### config.mk
export PLATFORM = sky130hd
export DESIGN_NAME = hca_div
export DESIGN_NICKNAME = d
export VERILOG_FILES = /design/src/rtl/core/hsv_color_adjust_emphasis_unit_macros.svh /design/src/rtl/core/hca_pkg.sv /design/src/rtl/core/hca_div.sv
export SDC_FILE = /design/constraint.sdc
export NUM_CORES = 1
export LEC_CHECK = 0
export BUFFER_PORTS_ARGS = -buffer_cell sky130_fd_sc_hd__clkbuf_2
export CAP_MARGIN = 0
export CORE_ASPECT_RATIO = 0.6
export CORE_UTILIZATION = 55
export DETAILED_ROUTE_END_ITERATION = 10
export GPL_ROUTABILITY_DRIVEN = 0
export PLACE_DENSITY = 0.77
export SYNTH_ARGS = -nofsm -noshare
export SYNTH_HDL_FRONTEND = slang
export SYNTH_SLANG_ARGS = --single-unit
### constraint.sdc
create_clock -name clk_i -period 10.7 [get_ports clk_i]
set_clock_uncertainty 0.15 [all_clocks]
set_input_delay 2.14 -clock clk_i [delete_from_list [all_inputs] [get_ports clk_i]]
set_output_delay 2.14 -clock clk_i [all_outputs]
set_load 0.005 [all_outputs]
### src/rtl/core/hsv_color_adjust_emphasis_unit_macros.svh
`ifndef HSV_COLOR_ADJUST_EMPHASIS_UNIT_MACROS_SVH
`define HSV_COLOR_ADJUST_EMPHASIS_UNIT_MACROS_SVH

// same-cycle implication
`define HCA_ASSERT_IMP(lbl, clk, rst_n, ante, cons) \
  lbl: assert property (@(posedge clk) disable iff (!(rst_n)) (ante) |-> (cons)) \
    else $error("hca assertion failed");

// next-cycle implication
`define HCA_ASSERT_NXT(lbl, clk, rst_n, ante, cons) \
  lbl: assert property (@(posedge clk) disable iff (!(rst_n)) (ante) |=> (cons)) \
    else $error("hca assertion failed");

`endif

### src/rtl/core/hca_pkg.sv
package hca_pkg;

  localparam int DIV_W      = 24;
  localparam int DIV_STEPS  = 4;
  localparam int DIV_STAGES = DIV_W / DIV_STEPS;
  localparam int BACK_STAGES = 8;
  localparam int LATENCY    = 1 + DIV_STAGES + 1 + BACK_STAGES;

  localparam logic [7:0]  LEVEL_NEUTRAL = 8'd128;
  localparam logic [16:0] SIXTY_Q8      = 17'd15360;
  localparam logic [16:0] FULL_Q8       = 17'd92160;
  localparam logic [18:0] F_MUL         = 19'd279621;

  typedef enum logic [1:0] {
    CFG_BRIGHTNESS = 2'd0,
    CFG_SATURATION = 2'd1,
    CFG_HUE        = 2'd2
  } cfg_idx_e;

  typedef enum logic [1:0] {
    BASE_RED   = 2'd0,
    BASE_GREEN = 2'd1,
    BASE_BLUE  = 2'd2
  } hue_base_e;

  typedef enum logic [2:0] {
    SEC_RY = 3'd0,
    SEC_YG = 3'd1,
    SEC_GC = 3'd2,
    SEC_CB = 3'd3,
    SEC_BM = 3'd4,
    SEC_MR = 3'd5
  } sector_e;

  typedef struct packed {
    logic [14:0] val;
    logic        gray;
    logic        neg;
    hue_base_e   base;
    logic [2:0]  sel;
  } side_t;

  typedef struct packed {
    logic signed [35:0] sat_prod;
    logic [16:0]        hue;
    logic signed [16:0] val;
    logic [2:0]         sel;
  } hsv_word_t;

  typedef logic [14:0] vtab_t [256];
  typedef logic signed [14:0] btab_t [256];
  typedef logic signed [16:0] gtab_t [256];
  typedef logic [2:0][22:0] gain_row_t;

  function automatic vtab_t build_vtab();
    vtab_t t;
    for (int i = 0; i < 256; i++) begin
      t[i] = 15'((i * 16384 + 127) / 255);
    end
    return t;
  endfunction

  function automatic btab_t build_btab();
    btab_t t;
    int n;
    int x;
    for (int i = 0; i < 256; i++) begin
      n = (i - 128) * 16384;
      if (n >= 0) x = (n + 127) / 255;
      else x = -((-n + 127) / 255);
      t[i] = 15'(x);
    end
    return t;
  endfunction

  function automatic gtab_t build_gtab();
    gtab_t t;
    int n;
    int x;
    for (int i = 0; i < 256; i++) begin
      n = 2 * (i - 128) * 16384;
      if (n >= 0) x = (n + 127) / 255;
      else x = -((-n + 127) / 255);
      t[i] = 17'(16384 + x);
    end
    return t;
  endfunction

  localparam vtab_t V_TAB     = build_vtab();
  localparam btab_t BRI_TAB   = build_btab();
  localparam gtab_t SGAIN_TAB = build_gtab();

  function automatic logic signed [35:0] rnd14(input logic signed [35:0] n);
    logic signed [35:0] m;
    if (n >= 0) begin
      return (n + 36'sd8192) >>> 14;
    end
    m = -n;
    return -((m + 36'sd8192) >>> 14);
  endfunction

  function automatic gain_row_t emph_gain255(input logic [2:0] sel);
    gain_row_t g;
    case (sel)
      3'd0:    g = {23'd4177920, 23'd4177920, 23'd4177920};
      3'd1:    g = {23'd3104115, 23'd3822705, 23'd5176500};
      3'd2:    g = {23'd3685005, 23'd4537215, 23'd3317295};
      3'd3:    g = {23'd2728245, 23'd4094280, 23'd4257225};
      3'd4:    g = {23'd5335110, 23'd4286550, 23'd3781140};
      3'd5:    g = {23'd4090200, 23'd3793635, 23'd4274055};
      3'd6:    g = {23'd4182000, 23'd4123605, 23'd3095955};
      default: g = {23'd3133440, 23'd3133440, 23'd3133440};
    endcase
    return g;
  endfunction

endpackage

### src/rtl/core/hca_div.sv
module hca_div (
  input  logic                      clk_i,
  input  logic [hca_pkg::DIV_W-1:0] num_i,
  input  logic [7:0]                den_i,
  output logic [hca_pkg::DIV_W-1:0] quo_o
);
  import hca_pkg::*;

  logic [DIV_W-1:0] work_q [DIV_STAGES];
  logic [7:0]       rem_q  [DIV_STAGES];
  logic [7:0]       den_q  [DIV_STAGES];
  logic [DIV_W-1:0] work_d [DIV_STAGES];
  logic [7:0]       rem_d  [DIV_STAGES];

  for (genvar k = 0; k < DIV_STAGES; k++) begin : g_stage
    logic [DIV_W-1:0] w_in;
    logic [7:0]       r_in;
    logic [7:0]       d_in;

    if (k == 0) begin : g_first
      assign w_in = num_i;
      assign r_in = 8'd0;
      assign d_in = den_i;
    end else begin : g_next
      assign w_in = work_q[k-1];
      assign r_in = rem_q[k-1];
      assign d_in = den_q[k-1];
    end

    always_comb begin
      logic [8:0]       r;
      logic [DIV_W-1:0] w;
      r = {1'b0, r_in};
      w = w_in;
      for (int j = 0; j < DIV_STEPS; j++) begin
        r = {r[7:0], w[DIV_W-1]};
        w = {w[DIV_W-2:0], 1'b0};
        if (r >= {1'b0, d_in}) begin
          r    = r - {1'b0, d_in};
          w[0] = 1'b1;
        end
      end
      work_d[k] = w;
      rem_d[k]  = r[7:0];
    end

    always_ff @(posedge clk_i) begin
      work_q[k] <= work_d[k];
      rem_q[k]  <= rem_d[k];
      den_q[k]  <= d_in;
    end
  end

  assign quo_o = work_q[DIV_STAGES-1];

endmodule

==> run_summary.xml, run 1 <==
<?xml version="1.0" encoding="UTF-8"?>
<metrics>
  <group name="status">
    <metric name="violated_checks" unit="">DRC</metric>
    <metric name="run_status" unit="">complete, but fails checks</metric>
  </group>
  <group name="logic_synthesis">
    <metric name="synth_top_flop_cell" unit="">dfxtp_1</metric>
    <metric name="ys_ff_latch" unit="">224</metric>
    <metric name="yosys_warnings" unit="">0</metric>
    <metric name="asyncSetResetFlopFracSynth" unit="%">0</metric>
    <metric name="synth_seq_area_share" unit="%">32.4</metric>
    <metric name="synthesis.nets" unit="">1722</metric>
    <metric name="syn_avg_cell_area" unit="µm²">9.34</metric>
    <metric name="synthCells" unit="">1481</metric>
    <metric name="synth_cell_types" unit="">75</metric>
    <metric name="synth.cell_area" unit="µm²">13800</metric>
    <metric name="synth-edff-count" unit="">0</metric>
  </group>
  <group name="sta">
    <metric name="rsz0062_at_grt" unit="">false</metric>
    <metric name="finalSetupViolations" unit="">0</metric>
    <metric name="timing.final.max_slew_violations" unit="">0</metric>
    <metric name="final_min_period_over_clock_period" unit="%">93.4</metric>
    <metric name="final_worst_setup_slack" unit="ns">0.705</metric>
    <metric name="worst_pin_slew" unit="ns">0.809</metric>
    <metric name="relSlewSlack" unit="%">45.4</metric>
    <metric name="timing_hold_violations_final" unit="">0</metric>
    <metric name="period_needed" unit="ns">10.0</metric>
    <metric name="tns" unit="ns">0</metric>
    <metric name="fmax" unit="GHz">0.100</metric>
  </group>
  <group name="min_path">
    <metric name="min_delay_path_depth" unit="">0</metric>
    <metric name="hold_path_end" unit="">work_q[1][11]$_DFF_P_</metric>
    <metric name="min_path_type" unit="">flop to flop</metric>
    <metric name="worst_hold_startpoint" unit="">work_q[0][7]$_DFF_P_</metric>
  </group>
  <group name="worst_setup_path">
    <metric name="reg2reg_depth" unit="">41</metric>
    <metric name="crit_path_start_kind" unit="">input pin</metric>
    <metric name="worst-endpoint-required" unit="ns">10.94</metric>
    <metric name="critical_path.slowest_cell" unit="">o21ai_0</metric>
    <metric name="worst-setup-path-type" unit="">input pin to flop</metric>
    <metric name="r2r_setup_slack" unit="ns">0.95</metric>
    <metric name="max_stage_delay_on_crit_path" unit="ns">0.36</metric>
    <metric name="r2r_start" unit="">den_q[3][4]$_DFF_P_</metric>
    <metric name="worst-endpoint-arrival" unit="ns">10.23</metric>
    <metric name="critical_path.max_fanout" unit="">10</metric>
    <metric name="timing.critical_path.mode_cell" unit="">o21ai_0</metric>
    <metric name="critical_path.reg2reg.endpoint" unit="">rem_q[4][3]$_DFF_P_</metric>
    <metric name="endpoint_kind" unit="">flop</metric>
  </group>
  <group name="route">
    <metric name="drc" unit="">1</metric>
    <metric name="drt_iter0_drc" unit="">752</metric>
    <metric name="wl_per_cell" unit="µm">16.0</metric>
    <metric name="drt_wl_total" unit="µm">30100</metric>
    <metric name="routed_via_density" unit="">5.62</metric>
    <metric name="dr.pass1.iters" unit="">8</metric>
    <metric name="antenna_left" unit="">0</metric>
    <metric name="routed-via-count" unit="">10607</metric>
  </group>
  <group name="clock_network">
    <metric name="cts-buffers-inserted" unit="">22</metric>
    <metric name="clk_root_buffer_cell" unit="">clkbuf_16</metric>
    <metric name="tritoncts" unit="">done</metric>
    <metric name="worst_setup_hold_path_clk_slew" unit="ns">0.06</metric>
    <metric name="cts_htree_levels" unit="">1</metric>
    <metric name="clkLatencyLatePin" unit="ns">0.51</metric>
    <metric name="clock_sinks" unit="">224</metric>
    <metric name="ctsLongestPathBuffers" unit="">3</metric>
  </group>
  <group name="finish">
    <metric name="areaGrowthSynthToFinish" unit="%">10.2</metric>
    <metric name="design.final.nets" unit="">1794</metric>
    <metric name="layout.cells.most_common" unit="">dfxtp_1</metric>
    <metric name="insertedDiodeCount" unit="">0</metric>
    <metric name="layout_common_cells" unit="">dfxtp_1 (224), ha_1 (186), inv_1 (154)</metric>
    <metric name="drive_above_1_share" unit="%">13.4</metric>
    <metric name="design_area" unit="µm²">15200</metric>
  </group>
  <group name="flow_run">
    <metric name="max-cap-violations" unit="">0</metric>
  </group>
  <group name="placement">
    <metric name="io_buffers" unit="">56</metric>
    <metric name="hpwl_after_detailed_placement" unit="µm">24100</metric>
    <metric name="preCtsSetupSlack" unit="ns">0.235</metric>
    <metric name="dpl_cell_area" unit="µm²">14500</metric>
  </group>
  <group name="die">
    <metric name="die_w" unit="µm">207</metric>
    <metric name="die-area" unit="µm²">25800</metric>
    <metric name="core_area" unit="µm²">24400</metric>
    <metric name="initial_utilization" unit="%">56.6</metric>
    <metric name="fp-row-count" unit="">44</metric>
    <metric name="ioPinCount" unit="">57</metric>
    <metric name="die_h" unit="µm">125</metric>
  </group>
  <group name="global_route">
    <metric name="globalRoute.totalOverflow" unit="">0</metric>
    <metric name="initial_antenna_violation_count" unit="">0</metric>
    <metric name="maximum_number_of_pins_on_one_net_before_global_route_repair" unit="">18</metric>
    <metric name="grt_pass1_vias" unit="">10230</metric>
    <metric name="first_pass_grt_wire_length" unit="µm">50400</metric>
    <metric name="gr-usage-all-layers" unit="%">23.8</metric>
  </group>
</metrics>
[cells in the mapped netlist (16+ instances only)]
| master | n | share of area, % |
|---|---|---|
| xnor2_1 | 68 | 4.3 |
| nand2_1 | 87 | 2.4 |
| nand4_1 | 29 | 1.3 |
| nor3_1 | 18 | 0.65 |
| a21oi_1 | 95 | 3.4 |
| nor2_1 | 79 | 2.1 |
| nand3_1 | 27 | 0.98 |
| fa_1 | 22 | 3.2 |
| mux2i_1 | 22 | 1.6 |
| dfxtp_1 | 224 | 32 |
| mux2_2 | 83 | 6.8 |
| o21ai_0 | 83 | 3.0 |
| a21o_1 | 38 | 2.1 |
| o21a_1 | 16 | 0.87 |
| ha_1 | 186 | 17 |
| nor2b_1 | 34 | 1.5 |
| nand2b_1 | 21 | 0.95 |
| xor2_1 | 34 | 2.2 |
| inv_1 | 154 | 4.2 |
[worst max-delay path, delay by kind of cell]
kind,cells,cell delay (ns)
AOI/OAI and AO/OA,20,4.31
and+or+nand+nor,7,1.13
adders and majority gates,4,1.21
buffers and inverters,5,0.77
muxes,2,0.69
[sequential cells by signal, indices dropped and copies added, names as in the netlist]
signal,flops
work_q,144
rem_q,40
den_q,40
[timing repair]
action / in CTS / in global routing
gates resized for setup: 0 / 1
setup endpoints to repair: 0 / 9
hold buffers: 0 / 0
buffers inserted: 0 / 1
[final cells by class]
cell class	count	area, µm²
Clock buffer	27	621
Clock inverter	9	113
Sequential cell	224	4480
Timing Repair Buffer	62	338
Fill cell	2070	9210
Tap cell	322	403
Inverter	158	593
Multi-Input combinational cell	1085	8680
[per-layer routing]
metal  global-route usage, %  share of wire, %  vias up
li1                        -                 -     5362
met1                    38.5                54     4892
met2                    32.5                38      316
met3                    3.48               6.0       37
met4                    4.76               1.5        0
met5                       0                 0        -
[how the worst max path moves through the flow]
stage / from / to / cells past startpoint
2_1_floorplan: num_i[23] / rem_q[0][1]$_DFF_P_ / 39
3_3_place_gp: den_i[1] / rem_q[0][1]$_DFF_P_ / 37
3_5_place_dp: den_i[1] / rem_q[0][6]$_DFF_P_ / 37
4_1_cts: den_i[1] / rem_q[0][2]$_DFF_P_ / 37
5_1_grt: den_q[3][6]$_DFF_P_ / rem_q[4][3]$_DFF_P_ / 42
6_report: den_i[1] / rem_q[0][2]$_DFF_P_ / 38
[logic make-up (layout without fill, tap and decap cells)]
| logic type | after synthesis | count (layout) | share of synthesized area (%) |
|---|---|---|---|
| xor+xnor | 102 | 102 | 6.46 |
| simple gates | 338 | 338 | 12.1 |
| mux | 112 | 112 | 9.11 |
| flops | 224 | 224 | 32.4 |
| buf+inv | 172 | 256 | 4.77 |
| fa+ha+maj | 208 | 208 | 20.0 |
| compound gates | 325 | 325 | 15.1 |
[through the flow]
| step | hold WS [ns] | util (%) | std cells |
|---|---|---|---|
| CTS | 0.159 | 62.2 | 1886 |
| global placement | 0.160 | 59.2 | 1850 |
| detailed placement | 0.162 | 59.2 | 1850 |
| floorplan | 0.160 | - | 1481 |
| finish | 0.160 | 62.3 | 1887 |
| global route | 0.161 | 62.3 | 1887 |
Power of run 1 is not shown: default switching activity piles up to over one toggle a cycle in this logic, so the estimate is an artifact.
==> inputs of run 2 (changes only) <==
--- a/config.mk
+++ b/config.mk
@@ -5,6 +5,7 @@
 export SDC_FILE = /design/constraint.sdc
 export NUM_CORES = 1
 export LEC_CHECK = 0
+export ABC_AREA = 1
 export BUFFER_PORTS_ARGS = -buffer_cell sky130_fd_sc_hd__clkbuf_2
 export CAP_MARGIN = 0
 export CORE_ASPECT_RATIO = 0.6
==> run_summary.xml, run 2 <==
<?xml version="1.0" encoding="UTF-8"?>
<metrics>
  <group name="worst_setup_path">
    <metric name="r2r_setup_slack" unit="ns">2.80</metric>
    <metric name="crit_path_start_kind" unit="">input pin</metric>
    <metric name="critical_path.max_fanout" unit="">16</metric>
    <metric name="worst-endpoint-arrival" unit="ns">8.33</metric>
    <metric name="critical_path.slowest_cell" unit="">o21ai_0</metric>
    <metric name="endpoint_kind" unit="">flop</metric>
    <metric name="reg2reg_depth" unit="">38</metric>
    <metric name="worst-endpoint-required" unit="ns">10.98</metric>
    <metric name="max_stage_delay_on_crit_path" unit="ns">0.38</metric>
    <metric name="worst_setup_path_startpoint" unit="">den_i[1]</metric>
    <metric name="r2r_start" unit="">den_q[0][1]$_DFF_P_</metric>
    <metric name="timing.critical_path.mode_cell" unit="">nand2_1</metric>
    <metric name="worst-setup-path-type" unit="">input pin to flop</metric>
  </group>
  <group name="route">
    <metric name="antenna_left" unit="">0</metric>
    <metric name="drt_wl_total" unit="µm">36100</metric>
    <metric name="wl_per_cell" unit="µm">14.8</metric>
    <metric name="drt_iter0_drc" unit="">1038</metric>
    <metric name="dr.pass1.iters" unit="">6</metric>
    <metric name="wl_met1" unit="µm">18900</metric>
    <metric name="routed_via_density" unit="">5.31</metric>
    <metric name="drc" unit="">0</metric>
    <metric name="wl_met3" unit="µm">2930</metric>
    <metric name="route.met2.wl" unit="µm">13800</metric>
    <metric name="routed-via-count" unit="">12986</metric>
    <metric name="route.top_layer_used" unit="">met4</metric>
  </group>
  <group name="sta">
    <metric name="fmax" unit="GHz">0.124</metric>
    <metric name="rsz0062_at_grt" unit="">false</metric>
    <metric name="tns" unit="ns">0</metric>
    <metric name="period_needed" unit="ns">8.05</metric>
    <metric name="final_worst_setup_slack" unit="ns">2.65</metric>
    <metric name="timing_hold_violations_final" unit="">0</metric>
    <metric name="timing.final.max_slew_violations" unit="">0</metric>
    <metric name="finalSetupViolations" unit="">0</metric>
    <metric name="relSlewSlack" unit="%">51.3</metric>
    <metric name="worst_pin_slew" unit="ns">0.721</metric>
    <metric name="final_min_period_over_clock_period" unit="%">75.3</metric>
  </group>
  <group name="clock_network">
    <metric name="cts_htree_levels" unit="">1</metric>
    <metric name="clock_sinks" unit="">224</metric>
    <metric name="post-cts-setup-buffer-count" unit="">0</metric>
    <metric name="clkLatencyLatePin" unit="ns">0.54</metric>
    <metric name="ctsLongestPathBuffers" unit="">3</metric>
    <metric name="cts_hold_buf" unit="">0</metric>
    <metric name="cts-buffers-inserted" unit="">23</metric>
    <metric name="tritoncts" unit="">done</metric>
    <metric name="postCtsResizedCells" unit="">0</metric>
    <metric name="clk_root_buffer_cell" unit="">clkbuf_16</metric>
    <metric name="worst_setup_hold_path_clk_slew" unit="ns">0.07</metric>
  </group>
  <group name="logic_synthesis">
    <metric name="asyncSetResetFlopFracSynth" unit="%">0</metric>
    <metric name="yosys_warnings" unit="">0</metric>
    <metric name="syn_avg_cell_area" unit="µm²">7.55</metric>
    <metric name="synth.top_cell.area_share" unit="%">29.7</metric>
    <metric name="ys_ff_latch" unit="">224</metric>
    <metric name="synth_top_cells_by_area" unit="">dfxtp_1 (30%), ha_1 (15%), nand2_1 (12%)</metric>
    <metric name="synth_top_flop_cell" unit="">dfxtp_1</metric>
    <metric name="synthesis.nets" unit="">2239</metric>
    <metric name="synth-edff-count" unit="">0</metric>
    <metric name="synthCells" unit="">1998</metric>
    <metric name="synth_cell_types" unit="">54</metric>
    <metric name="yosys.cell_count.top_type" unit="">nand2_1</metric>
    <metric name="synth.cell_area" unit="µm²">15100</metric>
    <metric name="list_of_most_frequent_post_synthesis_cells" unit="">nand2_1 (502), inv_1 (295), dfxtp_1 (224)</metric>
    <metric name="synth.largest_area_cell" unit="">dfxtp_1</metric>
    <metric name="synth_seq_area_share" unit="%">29.7</metric>
  </group>
  <group name="die">
    <metric name="initial_utilization" unit="%">56.6</metric>
    <metric name="die_h" unit="µm">130</metric>
    <metric name="die-area" unit="µm²">28100</metric>
    <metric name="core_area" unit="µm²">26600</metric>
    <metric name="die_w" unit="µm">216</metric>
    <metric name="fp-row-count" unit="">46</metric>
    <metric name="ioPinCount" unit="">57</metric>
  </group>
  <group name="finish">
    <metric name="area.sequential" unit="µm²">4480</metric>
    <metric name="reg_top3" unit="">work_q: 144 flops, den_q: 40 flops, rem_q: 40 flops</metric>
    <metric name="drive_above_1_share" unit="%">12.0</metric>
    <metric name="areaGrowthSynthToFinish" unit="%">9.27</metric>
    <metric name="largest_reg_flops" unit="">144</metric>
    <metric name="max_flop_register" unit="">work_q</metric>
    <metric name="fillCellCount" unit="">2362</metric>
    <metric name="layout.cells.most_common" unit="">nand2_1</metric>
    <metric name="insertedDiodeCount" unit="">0</metric>
    <metric name="layout_common_cells" unit="">nand2_1 (502), inv_1 (295), dfxtp_1 (224)</metric>
    <metric name="design.final.nets" unit="">2308</metric>
    <metric name="multi_input_area" unit="µm²">9230</metric>
  </group>
  <group name="global_route">
    <metric name="grt_pass1_vias" unit="">11946</metric>
    <metric name="globalRoute.totalOverflow" unit="">0</metric>
    <metric name="gr-usage-all-layers" unit="%">26.1</metric>
    <metric name="initial_antenna_violation_count" unit="">0</metric>
    <metric name="first_pass_grt_wire_length" unit="µm">59700</metric>
    <metric name="maximum_number_of_pins_on_one_net_before_global_route_repair" unit="">18</metric>
  </group>
  <group name="min_path">
    <metric name="worst_hold_startpoint" unit="">work_q[1][13]$_DFF_P_</metric>
    <metric name="min_delay_path_depth" unit="">0</metric>
    <metric name="min_path_type" unit="">flop to flop</metric>
  </group>
  <group name="flow_run">
    <metric name="max-cap-violations" unit="">0</metric>
  </group>
  <group name="placement">
    <metric name="hpwl_after_detailed_placement" unit="µm">29000</metric>
    <metric name="io_buffers" unit="">56</metric>
    <metric name="preCtsSetupSlack" unit="ns">2.21</metric>
  </group>
  <group name="status">
    <metric name="run_status" unit="">complete, no violations</metric>
  </group>
</metrics>
run 2: cell types whose count changed after synthesis, sizes merged, moves of 34 or more:
cell	before	now
a21oi	95	129
inv	157	327
mux2	90	0
nand2	87	538
nand3	27	102
xor2	34	71
run 2: final timing paths:
| path | to |
|---|---|
| worst min-delay path | work_q[2][17]$_DFF_P_ |
| worst max register to register | rem_q[1][0]$_DFF_P_ |
| worst min register to register | work_q[2][17]$_DFF_P_ |
| worst max-delay path | rem_q[0][3]$_DFF_P_ |
run 2: logic make-up (layout without fill, tap and decap cells):
| logic type | Yosys count | in the layout | share of synthesized area (%) |
|---|---|---|---|
| flip-flops | 224 | 224 | 29.7 |
| buffers and inverters | 341 | 427 | 9.07 |
| XOR/XNOR | 107 | 107 | 6.21 |
| AO/OA/AOI/OAI | 295 | 295 | 11.6 |
| AND/OR/NAND/NOR | 823 | 823 | 25.0 |
| adder cells (fa/ha/maj) | 208 | 208 | 18.3 |
run 2: layout make-up:
cell class                 instances  area share [%]
timing repair buffer              56            1.70
inverter                         329            7.53
tap                              360            2.73
clock buffer                      26            3.62
sequential                       224            27.2
multi-input combinational       1433            56.0
clock inverter                    16            1.20
run 2: metrics by stage:
stage	util [%]	instances	area, µm²	hold WS (ns)
CTS	61.8	2444	16500	0.175
detailed placement	58.9	2402	15700	0.162
global route	61.8	2444	16500	0.179
floorplan	-	1998	15100	0.160
finish	61.8	2444	16500	0.171
global placement	58.9	2402	15700	0.160
run 2: worst max-delay path, delay by kind of cell:
kind                       cells  cell delay (ns)
AOI/OAI and AO/OA             11             2.11
adders and majority gates      4             1.19
and+or+nand+nor               19             2.02
buffers and inverters          8             0.87
run 2: routing by layer:
| metal | GRT usage, % | up-vias |
|---|---|---|
| li1 | - | 6586 |
| met1 | 41.0 | 5913 |
| met2 | 36.9 | 446 |
| met3 | 4.66 | 41 |
| met4 | 4.05 | 0 |
| met5 | 0 | - |
Power of run 2 is left out for the same reason.
